$ cat src/design/assert_macros.svh
// Assertion macros used by the length feed target controller core.
// Define NO_ASSERTIONS to compile every check away.
`ifndef ASSERT_MACROS_SVH
`define ASSERT_MACROS_SVH
`ifndef NO_ASSERTIONS
// expr must hold at every clock edge outside reset
`define ASSERT_ALWAYS(label, clk, rst, expr) \
   label: assert property (@(posedge clk) disable iff (rst) (expr)) \
      else $error("assertion failed");
// cons must hold in the same cycle as ante
`define ASSERT_IMPLY(label, clk, rst, ante, cons) \
   label: assert property (@(posedge clk) disable iff (rst) (ante) |-> (cons)) \
      else $error("assertion failed");
// cons must hold in the cycle after ante
`define ASSERT_NEXT(label, clk, rst, ante, cons) \
   label: assert property (@(posedge clk) disable iff (rst) (ante) |=> (cons)) \
      else $error("assertion failed");
`else
`define ASSERT_ALWAYS(label, clk, rst, expr)
`define ASSERT_IMPLY(label, clk, rst, ante, cons)
`define ASSERT_NEXT(label, clk, rst, ante, cons)
`endif
`endif

$ cat src/design/lftc_pkg.sv
// Shared constants, types and helper functions of the length feed target controller.
// No dependencies; lftc_csr, lftc_dist and the core refer to it by scoped names.
package lftc_pkg;

   localparam int SPEED_LEVELS = 3;
   localparam int LEVEL_W      = $clog2(SPEED_LEVELS);
   localparam logic [LEVEL_W-1:0] LEVEL_TOP = LEVEL_W'(SPEED_LEVELS - 1);

   localparam int DIST_FIELD_W  = 16;
   localparam int SPEED_FIELD_W = 8;

   // per-edge step is calibration times this many micrometres
   localparam int EDGE_UNIT = 3;
   localparam int MAG_W     = 10;
   localparam logic signed [31:0] VOLUME_MIN_UM = 32'sd80000;

   // x / 1000 == ((x >> 3) * RECIP_M) >> RECIP_SHIFT for any 32-bit x
   localparam int RECIP_PRE_SHIFT = 3;
   localparam int RECIP_SHIFT     = 36;
   localparam logic [29:0] RECIP_M = 30'd549755814;
   localparam int DIST_MAG_W = 23;
   localparam int DIST_W     = 24;

   // configuration port
   localparam int ADDR_W    = 6;
   localparam int DATA_W    = 64;
   localparam int REG_IDX_W = 3;
   localparam int REG_LSB   = 3;

   localparam logic [REG_IDX_W-1:0] REG_LENGTH_CALIBRATION   = 3'd0;
   localparam logic [REG_IDX_W-1:0] REG_DIRECTION_INVERT     = 3'd1;
   localparam logic [REG_IDX_W-1:0] REG_SERIES_INVERT        = 3'd2;
   localparam logic [REG_IDX_W-1:0] REG_VALVE_OPEN_TIME_MS   = 3'd3;
   localparam logic [REG_IDX_W-1:0] REG_VALVE_CLOSED_TIME_MS = 3'd4;
   localparam logic [REG_IDX_W-1:0] REG_TARGET_LENGTH_UM     = 3'd5;
   localparam logic [REG_IDX_W-1:0] REG_LEVEL_DISTANCES      = 3'd6;
   localparam logic [REG_IDX_W-1:0] REG_LEVEL_SPEEDS         = 3'd7;

   localparam logic [7:0]  RST_LENGTH_CALIBRATION   = 8'd66;
   localparam logic        RST_DIRECTION_INVERT     = 1'b1;
   localparam logic        RST_SERIES_INVERT        = 1'b0;
   localparam logic [15:0] RST_VALVE_OPEN_TIME_MS   = 16'd60;
   localparam logic [15:0] RST_VALVE_CLOSED_TIME_MS = 16'd1000;
   localparam logic [30:0] RST_TARGET_LENGTH_UM     = 31'd3000000;
   localparam logic [47:0] RST_LEVEL_DISTANCES      = 48'd21475492340;
   localparam logic [23:0] RST_LEVEL_SPEEDS         = 24'd2313060;
   localparam logic signed [DIST_W-1:0] RST_DISTANCE_MM = 24'sd3000;

   // item function codes
   localparam logic [1:0] FUNC_EDGE_ONE = 2'd0;
   localparam logic [1:0] FUNC_EDGE_TWO = 2'd1;
   localparam logic [1:0] FUNC_TICK     = 2'd2;
   localparam logic [1:0] FUNC_CLEAR    = 2'd3;

   // feed mode codes
   localparam logic [2:0] MODE_OFF      = 3'd0;
   localparam logic [2:0] MODE_APPROACH = 3'd1;
   localparam logic [2:0] MODE_MANUAL   = 3'd2;
   localparam logic [2:0] MODE_REACHED  = 3'd3;
   localparam logic [2:0] MODE_LOST     = 3'd4;

   // motion codes
   localparam logic [1:0] MOTION_NONE  = 2'd0;
   localparam logic [1:0] MOTION_FWD   = 2'd1;
   localparam logic [1:0] MOTION_BACK  = 2'd2;
   localparam logic [1:0] MOTION_STUCK = 2'd3;

   // valve command codes
   localparam logic [1:0] VALVE_NONE  = 2'd0;
   localparam logic [1:0] VALVE_CLOSE = 2'd1;
   localparam logic [1:0] VALVE_OPEN  = 2'd2;

   typedef struct packed {
      logic [7:0]  length_calibration;
      logic        direction_invert;
      logic        series_invert;
      logic [15:0] valve_open_time_ms;
      logic [15:0] valve_closed_time_ms;
      logic [30:0] target_length_um;
      logic [47:0] level_distances;
      logic [23:0] level_speeds;
   } cfg_type;

   typedef struct packed {
      logic [1:0]        func;
      logic              line_one;
      logic              line_two;
      logic              saw_home;
      logic signed [7:0] operator_request;
      logic              request_pressed;
      logic              parallel_mode;
      logic [15:0]       tick_ms;
   } req_type;

   typedef struct packed {
      logic signed [7:0]        drive_request;
      logic                     series_on;
      logic [1:0]               valve_command;
      logic [2:0]               mode;
      logic [1:0]               motion;
      logic signed [DIST_W-1:0] distance_to_target_mm;
      logic signed [31:0]       length_now_um;
      logic                     volume_logged;
   } rsp_type;

   function automatic logic [DIST_FIELD_W-1:0] level_dist(
      input logic [47:0]        dists,
      input logic [LEVEL_W-1:0] idx
   );
      logic [63:0] w;
      w = 64'(dists) >> (DIST_FIELD_W * int'(idx));
      return w[DIST_FIELD_W-1:0];
   endfunction

   // speed magnitude saturated to 127
   function automatic logic [6:0] level_speed(
      input logic [23:0]        speeds,
      input logic [LEVEL_W-1:0] idx
   );
      logic [31:0] w;
      w = 32'(speeds) >> (SPEED_FIELD_W * int'(idx));
      return w[7] ? 7'd127 : w[6:0];
   endfunction

endpackage

$ cat src/design/lftc_if.sv
// Handshake channels of the length feed target controller: request items and result items.
// Valid/ready handshake; no dependencies.
interface lftc_req_if;
   logic              valid;
   logic              ready;
   logic [1:0]        func;
   logic              line_one;
   logic              line_two;
   logic              saw_home;
   logic signed [7:0] operator_request;
   logic              request_pressed;
   logic              parallel_mode;
   logic [15:0]       tick_ms;

   modport source (
      output valid, func, line_one, line_two, saw_home, operator_request,
             request_pressed, parallel_mode, tick_ms,
      input  ready
   );
   modport sink (
      input  valid, func, line_one, line_two, saw_home, operator_request,
             request_pressed, parallel_mode, tick_ms,
      output ready
   );
endinterface

interface lftc_rsp_if;
   logic               valid;
   logic               ready;
   logic signed [7:0]  drive_request;
   logic               series_on;
   logic [1:0]         valve_command;
   logic [2:0]         mode;
   logic [1:0]         motion;
   logic signed [23:0] distance_to_target_mm;
   logic signed [31:0] length_now_um;
   logic               volume_logged;

   modport source (
      output valid, drive_request, series_on, valve_command, mode, motion,
             distance_to_target_mm, length_now_um, volume_logged,
      input  ready
   );
   modport sink (
      input  valid, drive_request, series_on, valve_command, mode, motion,
             distance_to_target_mm, length_now_um, volume_logged,
      output ready
   );
endinterface

$ cat src/design/lftc_csr.sv
// Configuration register file with an APB-style write/read port.
// Depends on lftc_pkg for register indexes, reset values and cfg_type.
module lftc_csr (
   input  logic                         clock,
   input  logic                         reset,
   input  logic                         psel,
   input  logic                         penable,
   input  logic                         pwrite,
   input  logic [lftc_pkg::ADDR_W-1:0]  paddr,
   input  logic [lftc_pkg::DATA_W-1:0]  pwdata,
   output logic [lftc_pkg::DATA_W-1:0]  prdata,
   output logic                         pready,
   output lftc_pkg::cfg_type            cfg
);

   lftc_pkg::cfg_type               cfg_ff;
   logic [lftc_pkg::REG_IDX_W-1:0]  reg_idx;
   logic                            wr_en;

   assign reg_idx = paddr[lftc_pkg::ADDR_W-1:lftc_pkg::REG_LSB];
   assign wr_en   = psel && penable && pwrite;
   assign pready  = 1'b1;
   assign cfg     = cfg_ff;

   always_ff @(posedge clock) begin
      if (reset) begin
         cfg_ff.length_calibration   <= lftc_pkg::RST_LENGTH_CALIBRATION;
         cfg_ff.direction_invert     <= lftc_pkg::RST_DIRECTION_INVERT;
         cfg_ff.series_invert        <= lftc_pkg::RST_SERIES_INVERT;
         cfg_ff.valve_open_time_ms   <= lftc_pkg::RST_VALVE_OPEN_TIME_MS;
         cfg_ff.valve_closed_time_ms <= lftc_pkg::RST_VALVE_CLOSED_TIME_MS;
         cfg_ff.target_length_um     <= lftc_pkg::RST_TARGET_LENGTH_UM;
         cfg_ff.level_distances      <= lftc_pkg::RST_LEVEL_DISTANCES;
         cfg_ff.level_speeds         <= lftc_pkg::RST_LEVEL_SPEEDS;
      end else if (wr_en) begin
         unique case (reg_idx)
            lftc_pkg::REG_LENGTH_CALIBRATION: begin
               cfg_ff.length_calibration <= pwdata[7:0];
            end
            lftc_pkg::REG_DIRECTION_INVERT: begin
               cfg_ff.direction_invert <= pwdata[0];
            end
            lftc_pkg::REG_SERIES_INVERT: begin
               cfg_ff.series_invert <= pwdata[0];
            end
            lftc_pkg::REG_VALVE_OPEN_TIME_MS: begin
               cfg_ff.valve_open_time_ms <= pwdata[15:0];
            end
            lftc_pkg::REG_VALVE_CLOSED_TIME_MS: begin
               cfg_ff.valve_closed_time_ms <= pwdata[15:0];
            end
            lftc_pkg::REG_TARGET_LENGTH_UM: begin
               cfg_ff.target_length_um <= pwdata[30:0];
            end
            lftc_pkg::REG_LEVEL_DISTANCES: begin
               cfg_ff.level_distances <= pwdata[47:0];
            end
            lftc_pkg::REG_LEVEL_SPEEDS: begin
               cfg_ff.level_speeds <= pwdata[23:0];
            end
         endcase
      end
   end

   always_comb begin
      unique case (reg_idx)
         lftc_pkg::REG_LENGTH_CALIBRATION:   prdata = 64'(cfg_ff.length_calibration);
         lftc_pkg::REG_DIRECTION_INVERT:     prdata = 64'(cfg_ff.direction_invert);
         lftc_pkg::REG_SERIES_INVERT:        prdata = 64'(cfg_ff.series_invert);
         lftc_pkg::REG_VALVE_OPEN_TIME_MS:   prdata = 64'(cfg_ff.valve_open_time_ms);
         lftc_pkg::REG_VALVE_CLOSED_TIME_MS: prdata = 64'(cfg_ff.valve_closed_time_ms);
         lftc_pkg::REG_TARGET_LENGTH_UM:     prdata = 64'(cfg_ff.target_length_um);
         lftc_pkg::REG_LEVEL_DISTANCES:      prdata = 64'(cfg_ff.level_distances);
         lftc_pkg::REG_LEVEL_SPEEDS:         prdata = 64'(cfg_ff.level_speeds);
      endcase
   end

endmodule

$ cat src/design/lftc_dist.sv
// Distance to target in mm, truncated toward zero, from target and signed length.
// Divides by 1000 with a reciprocal multiply; depends on lftc_pkg.
module lftc_dist (
   input  logic [30:0]                              target_length_um,
   input  logic signed [31:0]                       length_um,
   output logic signed [lftc_pkg::DIST_W-1:0]       dist_mm,
   output logic [lftc_pkg::DIST_MAG_W-1:0]          dist_abs_mm,
   output logic                                     dist_neg
);

   logic signed [32:0] diff;
   logic [32:0]        diff_neg;
   logic [31:0]        diff_abs;
   logic [28:0]        pre;
   logic [58:0]        prod;
   logic [lftc_pkg::DIST_MAG_W-1:0] quo;

   always_comb begin
      diff     = $signed({2'b00, target_length_um}) - $signed({length_um[31], length_um});
      diff_neg = 33'(-diff);
      diff_abs = diff[32] ? diff_neg[31:0] : diff[31:0];
      pre      = diff_abs[31:lftc_pkg::RECIP_PRE_SHIFT];
      prod     = 59'(pre) * 59'(lftc_pkg::RECIP_M);
      quo      = prod[lftc_pkg::RECIP_SHIFT +: lftc_pkg::DIST_MAG_W];
   end

   assign dist_abs_mm = quo;
   assign dist_neg    = diff[32] && (quo != '0);
   assign dist_mm     = diff[32] ? -$signed({1'b0, quo}) : $signed({1'b0, quo});

endmodule

$ cat src/design/length_feed_target_controller_core.sv
// Length feed target controller: encoder length counter, feed mode machine and valve timer.
// Depends on lftc_pkg, lftc_if.sv, lftc_csr, lftc_dist and assert_macros.svh.
//
// Every request item yields exactly one result item. The block takes one item per clock
// cycle while the result side is not stalled; an accepted item is held in the input
// register and passes through the control logic into the result register when that
// register is empty or being read. The length, mode and valve state are updated in a
// single step per item, reading the state left by the previous item. Configuration writes
// go through the APB port at byte address 8*index and are meant for idle periods only.
`include "assert_macros.svh"

module length_feed_target_controller_core (
   input  logic                        clock,
   input  logic                        reset,
   lftc_req_if.sink                    req_ch,
   lftc_rsp_if.source                  rsp_ch,
   input  logic                        psel,
   input  logic                        penable,
   input  logic                        pwrite,
   input  logic [lftc_pkg::ADDR_W-1:0] paddr,
   input  logic [lftc_pkg::DATA_W-1:0] pwdata,
   output logic [lftc_pkg::DATA_W-1:0] prdata,
   output logic                        pready
);

   lftc_pkg::cfg_type cfg;

   // input stage
   logic              in_valid_ff;
   lftc_pkg::req_type in_ff;
   lftc_pkg::req_type req_item;

   // result stage
   logic              out_valid_ff;
   lftc_pkg::rsp_type out_ff;
   lftc_pkg::rsp_type out_in;

   // controller state
   logic signed [31:0]                      length_ff, length_in;
   logic signed [31:0]                      prev_length_ff, prev_length_in;
   logic [2:0]                              mode_ff, mode_in;
   logic [lftc_pkg::LEVEL_W-1:0]            level_ff, level_in;
   logic                                    valve_open_ff, valve_open_in;
   logic [15:0]                             valve_timer_ff, valve_timer_in;
   logic [1:0]                              motion_ff, motion_in;
   logic signed [lftc_pkg::DIST_W-1:0]      dist_ff, dist_in;

   logic                                    advance;

   logic signed [lftc_pkg::DIST_W-1:0]      dist_mm;
   logic [lftc_pkg::DIST_MAG_W-1:0]         dist_abs_mm;
   logic                                    dist_neg;
   logic                                    dist_pos;

   logic [lftc_pkg::MAG_W-1:0]              step_mag;
   logic                                    step_add;
   logic                                    oper_nz;
   logic                                    oper_pos;
   logic [lftc_pkg::LEVEL_W:0]              lvl_w;
   logic [6:0]                              spd;
   logic signed [7:0]                       drive;
   logic                                    series;
   logic [1:0]                              valve_cmd;
   logic                                    logged;

   lftc_csr u_csr (
      .clock   (clock),
      .reset   (reset),
      .psel    (psel),
      .penable (penable),
      .pwrite  (pwrite),
      .paddr   (paddr),
      .pwdata  (pwdata),
      .prdata  (prdata),
      .pready  (pready),
      .cfg     (cfg)
   );

   lftc_dist u_dist (
      .target_length_um (cfg.target_length_um),
      .length_um        (length_ff),
      .dist_mm          (dist_mm),
      .dist_abs_mm      (dist_abs_mm),
      .dist_neg         (dist_neg)
   );

   assign advance      = in_valid_ff && (!out_valid_ff || rsp_ch.ready);
   assign req_ch.ready = !in_valid_ff || advance;

   always_comb begin
      req_item.func             = req_ch.func;
      req_item.line_one         = req_ch.line_one;
      req_item.line_two         = req_ch.line_two;
      req_item.saw_home         = req_ch.saw_home;
      req_item.operator_request = req_ch.operator_request;
      req_item.request_pressed  = req_ch.request_pressed;
      req_item.parallel_mode    = req_ch.parallel_mode;
      req_item.tick_ms          = req_ch.tick_ms;
   end

   always_comb begin
      length_in      = length_ff;
      prev_length_in = prev_length_ff;
      mode_in        = mode_ff;
      lvl_w          = {1'b0, level_ff};
      valve_open_in  = valve_open_ff;
      valve_timer_in = valve_timer_ff;
      motion_in      = motion_ff;
      dist_in        = dist_ff;
      drive          = '0;
      series         = 1'b0;
      valve_cmd      = lftc_pkg::VALVE_NONE;
      logged         = 1'b0;
      spd            = '0;

      step_mag = lftc_pkg::MAG_W'(cfg.length_calibration) *
                 lftc_pkg::MAG_W'(lftc_pkg::EDGE_UNIT);
      step_add = (in_ff.line_one == in_ff.line_two) ^ cfg.direction_invert ^
                 (in_ff.func == lftc_pkg::FUNC_EDGE_TWO);
      oper_nz  = (in_ff.operator_request != '0);
      oper_pos = oper_nz && !in_ff.operator_request[7];
      dist_pos = !dist_neg && (dist_abs_mm != '0);

      unique case (in_ff.func)
         lftc_pkg::FUNC_EDGE_ONE, lftc_pkg::FUNC_EDGE_TWO: begin
            length_in = step_add ? length_ff + 32'(step_mag) : length_ff - 32'(step_mag);
         end
         lftc_pkg::FUNC_CLEAR: begin
            logged    = (length_ff > lftc_pkg::VOLUME_MIN_UM);
            length_in = '0;
         end
         lftc_pkg::FUNC_TICK: begin
            dist_in = dist_mm;
            if (!in_ff.saw_home) begin
               motion_in = lftc_pkg::MOTION_NONE;
            end else begin
               drive = in_ff.operator_request;
               if (!oper_nz) begin
                  motion_in = lftc_pkg::MOTION_NONE;
               end else if (length_ff > prev_length_ff) begin
                  motion_in = lftc_pkg::MOTION_FWD;
               end else if (length_ff < prev_length_ff) begin
                  motion_in = lftc_pkg::MOTION_BACK;
               end else begin
                  motion_in = lftc_pkg::MOTION_STUCK;
               end

               if (!oper_nz) begin
                  if (mode_ff != lftc_pkg::MODE_REACHED && mode_ff != lftc_pkg::MODE_LOST) begin
                     mode_in = lftc_pkg::MODE_OFF;
                  end
               end else begin
                  if (in_ff.request_pressed) begin
                     if ((dist_abs_mm < lftc_pkg::DIST_MAG_W'(lftc_pkg::level_dist(
                             cfg.level_distances, lftc_pkg::LEVEL_TOP))) ||
                         (dist_neg && oper_pos) ||
                         (dist_pos && in_ff.operator_request[7])) begin
                        mode_in = lftc_pkg::MODE_MANUAL;
                     end else begin
                        mode_in = lftc_pkg::MODE_APPROACH;
                        lvl_w   = '0;
                     end
                  end
                  if (mode_in == lftc_pkg::MODE_APPROACH) begin
                     if (dist_abs_mm < lftc_pkg::DIST_MAG_W'(lftc_pkg::level_dist(
                            cfg.level_distances, lvl_w[lftc_pkg::LEVEL_W-1:0]))) begin
                        lvl_w = lvl_w + 1'b1;
                        // past the last level: hold it and mark the target reached
                        if (lvl_w >= (lftc_pkg::LEVEL_W + 1)'(lftc_pkg::SPEED_LEVELS)) begin
                           lvl_w   = {1'b0, lftc_pkg::LEVEL_TOP};
                           mode_in = lftc_pkg::MODE_REACHED;
                        end
                     end else if ((lvl_w != '0) &&
                                  (dist_abs_mm > lftc_pkg::DIST_MAG_W'(lftc_pkg::level_dist(
                                     cfg.level_distances,
                                     lftc_pkg::LEVEL_W'(lvl_w - 1'b1))))) begin
                        lvl_w = lvl_w - 1'b1;
                     end
                     spd   = lftc_pkg::level_speed(cfg.level_speeds,
                                                   lvl_w[lftc_pkg::LEVEL_W-1:0]);
                     drive = dist_neg ? -$signed({1'b0, spd}) : $signed({1'b0, spd});
                  end else if (mode_in != lftc_pkg::MODE_MANUAL) begin
                     drive = '0;
                  end
               end

               if (drive != '0) begin
                  if (cfg.valve_open_time_ms == '0) begin
                     valve_open_in = 1'b0;
                  end else if (valve_timer_ff <= in_ff.tick_ms) begin
                     valve_open_in  = !valve_open_ff;
                     valve_timer_in = valve_open_ff ? cfg.valve_closed_time_ms
                                                    : cfg.valve_open_time_ms;
                  end else begin
                     valve_timer_in = valve_timer_ff - in_ff.tick_ms;
                  end
                  valve_cmd = valve_open_in ? lftc_pkg::VALVE_OPEN : lftc_pkg::VALVE_CLOSE;
               end else begin
                  valve_cmd      = valve_open_ff ? lftc_pkg::VALVE_CLOSE : lftc_pkg::VALVE_NONE;
                  valve_open_in  = 1'b0;
                  valve_timer_in = cfg.valve_open_time_ms;
               end
            end
            prev_length_in = length_ff;
            series = (drive != '0) && ((!in_ff.parallel_mode) == cfg.series_invert);
         end
      endcase

      level_in = lvl_w[lftc_pkg::LEVEL_W-1:0];

      out_in.drive_request         = drive;
      out_in.series_on             = series;
      out_in.valve_command         = valve_cmd;
      out_in.mode                  = mode_in;
      out_in.motion                = motion_in;
      out_in.distance_to_target_mm = dist_in;
      out_in.length_now_um         = length_in;
      out_in.volume_logged         = logged;
   end

   always_ff @(posedge clock) begin
      if (reset) begin
         in_valid_ff    <= 1'b0;
         out_valid_ff   <= 1'b0;
         length_ff      <= '0;
         prev_length_ff <= '0;
         mode_ff        <= lftc_pkg::MODE_OFF;
         level_ff       <= '0;
         valve_open_ff  <= 1'b1;
         valve_timer_ff <= lftc_pkg::RST_VALVE_OPEN_TIME_MS;
         motion_ff      <= lftc_pkg::MOTION_NONE;
         dist_ff        <= lftc_pkg::RST_DISTANCE_MM;
      end else begin
         if (req_ch.ready) begin
            in_valid_ff <= req_ch.valid;
         end
         if (advance) begin
            out_valid_ff   <= 1'b1;
            length_ff      <= length_in;
            prev_length_ff <= prev_length_in;
            mode_ff        <= mode_in;
            level_ff       <= level_in;
            valve_open_ff  <= valve_open_in;
            valve_timer_ff <= valve_timer_in;
            motion_ff      <= motion_in;
            dist_ff        <= dist_in;
         end else if (rsp_ch.ready) begin
            out_valid_ff <= 1'b0;
         end
      end
   end

   // payload registers: load on acceptance only
   always_ff @(posedge clock) begin
      if (req_ch.valid && req_ch.ready) begin
         in_ff <= req_item;
      end
      if (advance) begin
         out_ff <= out_in;
      end
   end

   assign rsp_ch.valid                 = out_valid_ff;
   assign rsp_ch.drive_request         = out_ff.drive_request;
   assign rsp_ch.series_on             = out_ff.series_on;
   assign rsp_ch.valve_command         = out_ff.valve_command;
   assign rsp_ch.mode                  = out_ff.mode;
   assign rsp_ch.motion                = out_ff.motion;
   assign rsp_ch.distance_to_target_mm = out_ff.distance_to_target_mm;
   assign rsp_ch.length_now_um         = out_ff.length_now_um;
   assign rsp_ch.volume_logged         = out_ff.volume_logged;

   `ASSERT_ALWAYS(a_level_range, clock, reset, level_ff <= lftc_pkg::LEVEL_TOP)
   `ASSERT_IMPLY(a_reached_top_level, clock, reset,
      mode_ff == lftc_pkg::MODE_REACHED, level_ff == lftc_pkg::LEVEL_TOP)
   `ASSERT_IMPLY(a_series_needs_drive, clock, reset,
      rsp_ch.valid && rsp_ch.drive_request == 8'sd0, !rsp_ch.series_on)
   `ASSERT_IMPLY(a_open_needs_drive, clock, reset,
      rsp_ch.valid && rsp_ch.valve_command == lftc_pkg::VALVE_OPEN,
      rsp_ch.drive_request != 8'sd0)
   `ASSERT_NEXT(a_accept_fills_stage, clock, reset, req_ch.valid && req_ch.ready, in_valid_ff)

endmodule
$ cat src/flat_wrapper.sv
// flat-port wrapper written by rule: the top's interface ports become plain ports
module length_feed_target_controller_core_flat 
  (clock, reset, psel, penable, pwrite, paddr, pwdata, prdata, pready, req_ch_valid, req_ch_func, req_ch_line_one, req_ch_line_two, req_ch_saw_home, req_ch_operator_request, req_ch_request_pressed, req_ch_parallel_mode, req_ch_tick_ms, req_ch_ready, rsp_ch_valid, rsp_ch_drive_request, rsp_ch_series_on, rsp_ch_valve_command, rsp_ch_mode, rsp_ch_motion, rsp_ch_distance_to_target_mm, rsp_ch_length_now_um, rsp_ch_volume_logged, rsp_ch_ready);
  lftc_req_if req_ch_i ();
  lftc_rsp_if rsp_ch_i ();
  input  logic clock;
  input  logic reset;
  input  logic psel;
  input  logic penable;
  input  logic pwrite;
  input  logic [lftc_pkg::ADDR_W-1:0] paddr;
  input  logic [lftc_pkg::DATA_W-1:0] pwdata;
  output logic [lftc_pkg::DATA_W-1:0] prdata;
  output logic pready;
  input wire logic [$bits(req_ch_i.valid)-1:0] req_ch_valid;
  input wire logic [$bits(req_ch_i.func)-1:0] req_ch_func;
  input wire logic [$bits(req_ch_i.line_one)-1:0] req_ch_line_one;
  input wire logic [$bits(req_ch_i.line_two)-1:0] req_ch_line_two;
  input wire logic [$bits(req_ch_i.saw_home)-1:0] req_ch_saw_home;
  input wire logic [$bits(req_ch_i.operator_request)-1:0] req_ch_operator_request;
  input wire logic [$bits(req_ch_i.request_pressed)-1:0] req_ch_request_pressed;
  input wire logic [$bits(req_ch_i.parallel_mode)-1:0] req_ch_parallel_mode;
  input wire logic [$bits(req_ch_i.tick_ms)-1:0] req_ch_tick_ms;
  output wire logic [$bits(req_ch_i.ready)-1:0] req_ch_ready;
  output wire logic [$bits(rsp_ch_i.valid)-1:0] rsp_ch_valid;
  output wire logic [$bits(rsp_ch_i.drive_request)-1:0] rsp_ch_drive_request;
  output wire logic [$bits(rsp_ch_i.series_on)-1:0] rsp_ch_series_on;
  output wire logic [$bits(rsp_ch_i.valve_command)-1:0] rsp_ch_valve_command;
  output wire logic [$bits(rsp_ch_i.mode)-1:0] rsp_ch_mode;
  output wire logic [$bits(rsp_ch_i.motion)-1:0] rsp_ch_motion;
  output wire logic [$bits(rsp_ch_i.distance_to_target_mm)-1:0] rsp_ch_distance_to_target_mm;
  output wire logic [$bits(rsp_ch_i.length_now_um)-1:0] rsp_ch_length_now_um;
  output wire logic [$bits(rsp_ch_i.volume_logged)-1:0] rsp_ch_volume_logged;
  input wire logic [$bits(rsp_ch_i.ready)-1:0] rsp_ch_ready;
  assign req_ch_i.valid = req_ch_valid;
  assign req_ch_i.func = req_ch_func;
  assign req_ch_i.line_one = req_ch_line_one;
  assign req_ch_i.line_two = req_ch_line_two;
  assign req_ch_i.saw_home = req_ch_saw_home;
  assign req_ch_i.operator_request = req_ch_operator_request;
  assign req_ch_i.request_pressed = req_ch_request_pressed;
  assign req_ch_i.parallel_mode = req_ch_parallel_mode;
  assign req_ch_i.tick_ms = req_ch_tick_ms;
  assign req_ch_ready = req_ch_i.ready;
  assign rsp_ch_valid = rsp_ch_i.valid;
  assign rsp_ch_drive_request = rsp_ch_i.drive_request;
  assign rsp_ch_series_on = rsp_ch_i.series_on;
  assign rsp_ch_valve_command = rsp_ch_i.valve_command;
  assign rsp_ch_mode = rsp_ch_i.mode;
  assign rsp_ch_motion = rsp_ch_i.motion;
  assign rsp_ch_distance_to_target_mm = rsp_ch_i.distance_to_target_mm;
  assign rsp_ch_length_now_um = rsp_ch_i.length_now_um;
  assign rsp_ch_volume_logged = rsp_ch_i.volume_logged;
  assign rsp_ch_i.ready = rsp_ch_ready;
  length_feed_target_controller_core u_core (.clock(clock), .reset(reset), .req_ch(req_ch_i), .rsp_ch(rsp_ch_i), .psel(psel), .penable(penable), .pwrite(pwrite), .paddr(paddr), .pwdata(pwdata), .prdata(prdata), .pready(pready));
endmodule
$ cat config.mk
export PLATFORM = sky130hd
export DESIGN_NAME = length_feed_target_controller_core_flat
export DESIGN_NICKNAME = d
export VERILOG_FILES = /design/src/design/lftc_pkg.sv /design/src/design/lftc_if.sv /design/src/design/lftc_csr.sv /design/src/design/lftc_dist.sv /design/src/design/length_feed_target_controller_core.sv /design/src/flat_wrapper.sv
export VERILOG_INCLUDE_DIRS = /design/src /design/src/design
export SDC_FILE = /design/constraint.sdc
export NUM_CORES = 2
export LEC_CHECK = 0
export BUFFER_PORTS_ARGS = -buffer_cell sky130_fd_sc_hd__buf_4
export CAP_MARGIN = 30
export CORE_UTILIZATION = 45
export CTS_CLUSTER_SIZE = 20
export DETAILED_ROUTE_END_ITERATION = 7
export PLACE_DENSITY = 0.67
export SYNTH_ARGS = -nofsm -noshare
export SYNTH_HDL_FRONTEND = slang
export SYNTH_SLANG_ARGS = --single-unit
export TNS_END_PERCENT = 20
$ cat constraint.sdc
create_clock -name clock -period 17.6 [get_ports clock]
set_input_delay 1.76 -clock clock [delete_from_list [all_inputs] [get_ports clock]]
set_output_delay 1.76 -clock clock [all_outputs]
set_load 0.005 [all_outputs]
Word-level counts from Yosys, hierarchy flattened
Index checks and enable logic that the tools add are counted.
Storage, ports and cells
  bits in registers: 363
  output and inout bits: 140
  logic and storage cells: 180
Operators by class
  $add $sub $neg: 9
  multiply operators: 2
  order comparisons: 8
  eq/ne operators: 17
  shift operators: 3
  mux-type cells: 60
  bitwise logic cells: 2
  reduce and logical (&&, ||, !) cells: 45
Operators with widths (number)
  case mux 64 bit (8 select lines): 1
  >> shifter 48 x 6 -> 16 bit: 2
  2-to-1 mux 16 bit: 4
  2-to-1 mux 32 bit: 2
  2-to-1 mux 8 bit: 8
  case mux 32 bit (2 select lines): 1
  multiplier 29 x 29 -> 58 bit, second input constant: 1
  2-to-1 mux 24 bit: 2
  < comparator 23 x 16 -> 1 bit: 2
  2-to-1 mux 3 bit: 15
  subtractor 32 x 32 -> 33 bit: 1
  adder 32 x 10 -> 32 bit: 1
  greater-than comparator 32 x 18 -> 1 bit, second input constant: 1
  greater-than comparator 32 bit: 1
  < comparator 32 bit: 1
  2-to-1 mux 2 bit: 16
  negation 32 bit: 1
  subtractor 32 x 10 -> 32 bit: 1
  negation 23 -> 24 bit: 1
  nonzero test 8 bit: 3
  >> shifter 24 x 5 -> 8 bit: 1
  greater-than comparator 23 x 16 -> 1 bit: 1
  nonzero test 23 bit: 1
  AND reduction 2 bit: 10
  30 further kinds: 68

Longest topological paths before layout
  depth after elaboration: 39
  gate-level depth with buffers: 92

By module
From an unflattened synthesis, not the netlist that was laid out.
Unflattened totals
  cell total of the unflattened synthesis: 4581
  area, all modules: 39256.4 µm²
By module, submodules not included
  lftc_dist: times used 1, cells an instance 1961, area an instance 17063.9 µm², sequential area each 0.0 µm²
  length_feed_target_controller_core: times used 1, cells an instance 1850, area an instance 15150.8 µm², sequential area each 5405.2 µm²
  lftc_csr: times used 1, cells an instance 770, area an instance 7041.8 µm², sequential area each 2902.8 µm²

Worst setup path before layout
Ideal clock, no wire load.
  kind: reg2reg
  start: register u_core.length_ff[1]
  end: register u_core.valve_timer_ff[2]
  data arrival time: 18.591 ns
  slack: -1.115 ns
  cell stages (with the launch flop): 81
  path buffers: 6
  period minus slack after synthesis: 18.715 ns
  path through: dfxtp_1 -> inv_1 -> ha_1 -> nor2b_1 -> o21ai_0 -> a21boi_1 -> o21ai_0 -> a21boi_1 -> o21ai_0 -> a21boi_1 -> o21ai_0 -> a21boi_1 -> o21a_1 -> o2111ai_1 -> nand2_1 -> a311o_1 -> or4_1 -> nor4_1 -> [... 45 more ...] -> a221o_1 -> o41ai_1 -> a31oi_1 -> xor2_2 -> mux2_2 -> a221oi_1 -> and2_1 -> buf_2 -> ha_1 -> nor2_1 -> a311oi_1 -> a21oi_1 -> o211ai_1 -> and4bb_1 -> o21bai_4 -> a21o_1 -> buf_6 -> a2111o_1
Between the ends
  longest elaborated chain between the ends: 36
  elaborated cells between the ends (all ways): 54
RTL lines
  start, declared: line length_feed_target_controller_core.sv:39  | logic signed [31:0] length_ff, length_in;
  start signal, assigned: line length_feed_target_controller_core.sv:239  | length_ff <= length_in;
  subtractor 32 x 32 -> 33 bit (*): line lftc_dist.sv:19  | diff = $signed({2'b00, target_length_um}) - $signed({length_um[31], length_um});
  parallel branches: the longest is 28 deep, another holds multiplier 29 x 29 -> 58 bit
  2-to-1 mux 8 bit (*): line length_feed_target_controller_core.sv:164  | if (mode_in == lftc_pkg::MODE_APPROACH) begin
  2-to-1 mux 8 bit (*): line length_feed_target_controller_core.sv:148  | if (!oper_nz) begin
  2-to-1 mux 8 bit (*): line length_feed_target_controller_core.sv:134  | if (!in_ff.saw_home) begin
  2-to-1 mux 8 bit (*): line length_feed_target_controller_core.sv:124  | unique case (in_ff.func)
  nonzero test 8 bit (*): line length_feed_target_controller_core.sv:187  | if (drive != '0) begin
  inequality test 2 bit (no line)
  AND reduction 4 bit (no line)
  end signal, assigned: line length_feed_target_controller_core.sv:230  | valve_timer_ff <= lftc_pkg::RST_VALVE_OPEN_TIME_MS;
  end signal, assigned: line length_feed_target_controller_core.sv:244  | valve_timer_ff <= valve_timer_in;
  end, declared: line length_feed_target_controller_core.sv:44  | logic [15:0] valve_timer_ff, valve_timer_in;
Every way passes the cells marked *. The select of a mux whose other input is x is not followed.
A chain may end at the register's enable or synchronous reset.

Worst setup path after layout
  start: register, netlist name u_core.u_csr.cfg[72]
  end: register u_core.valve_timer_ff[2]
Between the ends
  longest elaborated chain between the ends: 36
  elaborated cells between the ends (all ways): 54
RTL lines (line)
  subtractor 32 x 32 -> 33 bit (*): lftc_dist.sv:19
  parallel branches: the longest is 28 deep, another holds multiplier 29 x 29 -> 58 bit
  2-to-1 mux 8 bit (*): length_feed_target_controller_core.sv:164
  2-to-1 mux 8 bit (*): length_feed_target_controller_core.sv:148
  2-to-1 mux 8 bit (*): length_feed_target_controller_core.sv:134
  2-to-1 mux 8 bit (*): length_feed_target_controller_core.sv:124
  nonzero test 8 bit (*): length_feed_target_controller_core.sv:187
  inequality test 2 bit (no line)
  AND reduction 4 bit (no line)
Marked as above.

==> results_dict.tcl <==
set metrics [dict create \
    status "finished, violations left" \
    violations "DRC, setup timing" \
    synth-async-reset-ratio_pct 0 \
    slew_headroom_pct 29.1 \
    wl_per_cell_um 20.2 \
    synth_area_leaders "ha_1, fa_1, dfxtp_1" \
    h-tree-depth 2 \
    synthCells 4255 \
    slowest_delay_ns 0.58 \
    timing.final.crit_share_pct 101 \
    die_x_um 288 \
    synth_top_area_share_pct 18.0 \
    finalSetupViolCount 18 \
    grt_max_degree 73 \
    hp-start "u_core.prev_length_ff[4]" \
    hold_viol_final 0 \
    routed_via_density 5.55 \
    critPathRequiredTime_ns 18.07 \
    min_period_ns 17.82 \
    fp.dieArea_mm2 0.0830 \
    gp_congestion 0.951 \
    numClockSinks 363 \
    critPathBufInv 13 \
    portBuffers 211 \
    holdPathEnd "u_core.prev_length_ff[4]" \
    crit_fanout 7 \
    antenna_left 0 \
    yosys-top-cells-count "inv_1, nand2_1, ha_1" \
    min_delay_path_depth 2 \
    stdcell_count 5896 \
    yosys.area.top_type "ha_1" \
    drt-pass1-iter-count 8 \
    hold_buffers 0 \
    synth_edf_count 104 \
    drv_slew 0 \
    fin_hold_ws_ns 0.453 \
    synthMuxAreaShare_pct 2.46 \
    finClkSkew_ns 0.0394 \
    diodes 0 \
    grt_use_total_pct 28.2 \
    placed_cells_incl_taps 5772 \
    drtIter0Drc 2570 \
    drcViolationCount 4 \
    reg2reg_to "u_core.valve_timer_ff[2]" \
    clk_pin_slew_ns 0.06 \
    synth_ff_type "dfxtp_1" \
    post-synth-top-count-cell "inv_1" \
    reg2reg_depth 85 \
    slowest_stage "fa_1" \
    worstSetupPathType "reg2reg" \
    crit_path_end_kind "flop" \
    cpMostUsedCell "buf_4" \
    syn2layout_area_growth_pct 22.1 \
    synth_compound_area_share_pct 15.9 \
    rsz0062_at_grt "yes" \
    synth_seq_cells 363 \
    seq_area_frac_synth_pct 22.5 \
    tightestPinTransition_ns 1.06 \
    nNetsFinal 5709 \
    dpl.hpwl_mm 95.3 \
    start_util_pct 45.6 \
    synth_xor_area_share_pct 3.44 \
    rows 104 \
    antenna_found_initial 0 \
    die_h_um 288 \
    cp-start-kind "flop" \
    crit_family "compound AO/OA/AOI/OAI gates" \
    grt_first_pass_wirelength_mm 181 \
    maxCapViolCount 0 \
    grt_pass1_vias 31400 \
    core_area_mm2 0.0808 \
    route.vias.total 32700 \
    ys_types 104 \
    grt_overflow 0 \
    layout-drive-gt1-share_pct 19.4 \
    insertion_delay_ns 0.58 \
    cts_max_path_buffers 3 \
    wl_mm 119 \
    synthesis.area_mm2 0.0368 \
    cts_buffers 41 \
    cts_tree "built" \
    synthAdderAreaFrac_pct 32.6 \
    r2r_slack_ns -0.22 \
    cp.arrival_ns 18.28 \
    fillCellCount 7304 \
    hold_class "reg2reg" \
    synth-simple-area-share_pct 14.7 \
    yosysWarnings 0 \
    synth.avg_cell_area_um2 8.66 \
    fmax_mhz 56.1 \
    r2r-start "u_core.u_csr.cfg[72]" \
    synth_top_family_by_area "adder cells" \
    pin_count 248 \
    setup_slack_ns -0.219 \
    root_buffer "clkbuf_16" \
]
==> worst min-delay path, stage by stage (launching register included) <==
cell     delay (ns)
dfxtp_1        0.31
nand2_1        0.05
a21oi_1        0.05
==> cells in the final DEF (no fill, tap or decap), types with 17 or more instances in the layout <==
master	n
and3_1	26
clkbuf_16	46
a21o_1	56
and2_1	18
nor4_1	19
dfxtp_1	258
nor3_1	57
mux2i_1	25
nand4_1	31
xor2_1	48
inv_1	627
conb_1	17
nand2_1	546
ha_4	20
nand2b_1	27
ha_1	507
a31oi_1	17
o21ai_0	146
xnor2_1	79
nor2_1	215
fa_1	265
a211oi_1	45
nor2b_1	41
mux2_2	27
a22o_1	34
buf_4	636
or3_1	21
o21a_1	26
a22oi_1	50
a21oi_1	302
edfxtp_1	104
nand3_1	95
==> cell families after synthesis <==
kind of cell	Yosys count
xor gates and xnor gates	144
buffers and inverters	797
AOI/OAI and AO/OA	899
other	2
adders and majority gates	798
muxes	69
and+or+nand+nor	1183
DFF	363
==> registers in the layout, indices dropped and copies added (netlist names), 2 cells and up <==
name	cells
u_core.u_csr.cfg	145
u_core.length_ff	32
u_core.prev_length_ff	32
u_core.rsp_ch.length_now_um	32
u_core.in_ff	31
u_core.dist_ff	24
u_core.rsp_ch.distance_to_target_mm	24
u_core.valve_timer_ff	16
u_core.rsp_ch.drive_request	8
u_core.mode_ff	3
u_core.rsp_ch.mode	3
u_core.level_ff	2
u_core.motion_ff	2
u_core.rsp_ch.motion	2
u_core.rsp_ch.valve_command	2
==> per-layer routing <==
layer	GRT usage [%]	vias up	wire (um)	part of all wire (%)
met5	0	-	0	0
met3	3.20	217	7690	6.5
met2	46.5	1123	55600	47
met1	38.0	15800	51000	43
li1	-	15600	-	-
met4	10.5	0	4660	3.9
==> stage by stage <==
| step | util [%] | TNS [ns] | setup slack (ns) | instance area [um2] |
|---|---|---|---|---|
| 2_1_floorplan | - | 0 | 0.00580 | 37200 |
| 3_3_place_gp | 52.4 | -12.60 | -0.756 | 42400 |
| 3_5_place_dp | 52.5 | -15.79 | -0.958 | 42400 |
| 4_1_cts | 55.1 | 0 | 0.00351 | 44500 |
| 5_1_grt | 55.7 | -18.66 | -1.01 | 45000 |
| 6_report | 55.7 | -2.63 | -0.219 | 45000 |
==> worst max-delay path by stage <==
stage                               endpoint  cells past startpoint            startpoint  slack [ns]
floorplan           u_core.valve_timer_ff[2]                     85   u_core.length_ff[1]       0.006
global placement    u_core.valve_timer_ff[7]                     84   u_core.length_ff[1]       -0.76
detailed placement  u_core.valve_timer_ff[7]                     84   u_core.length_ff[1]       -0.96
CTS                 u_core.valve_timer_ff[1]                     88   u_core.length_ff[1]       0.004
global route        u_core.valve_timer_ff[4]                     86   u_core.length_ff[1]       -1.01
finish              u_core.valve_timer_ff[2]                     85  u_core.u_csr.cfg[72]       -0.22
==> timing repair <==
action	in CTS	in global routing
hold endpoints to repair	0	0
gates cloned	1	0
pin swaps	64	50
setup buffers	33	14
gates resized for setup	81	65
endpoints found under the setup margin	22	27
==> cell type report <==
cell class / instances / area [um2] / area share [%]
multi-input cells: 3111 / 26600 / 59.1
flip-flops and latches: 363 / 8310 / 18.5
repair buffers: 650 / 4970 / 11.1
inverters: 636 / 2390 / 5.31
well taps: 1060 / 1330 / 2.95
clock buffers: 63 / 1260 / 2.81
clock inverters: 13 / 150 / 0.334
Power is left out: the tool's default activity adds up to more than one toggle a clock period on the data nets, which glitch-free logic cannot reach.
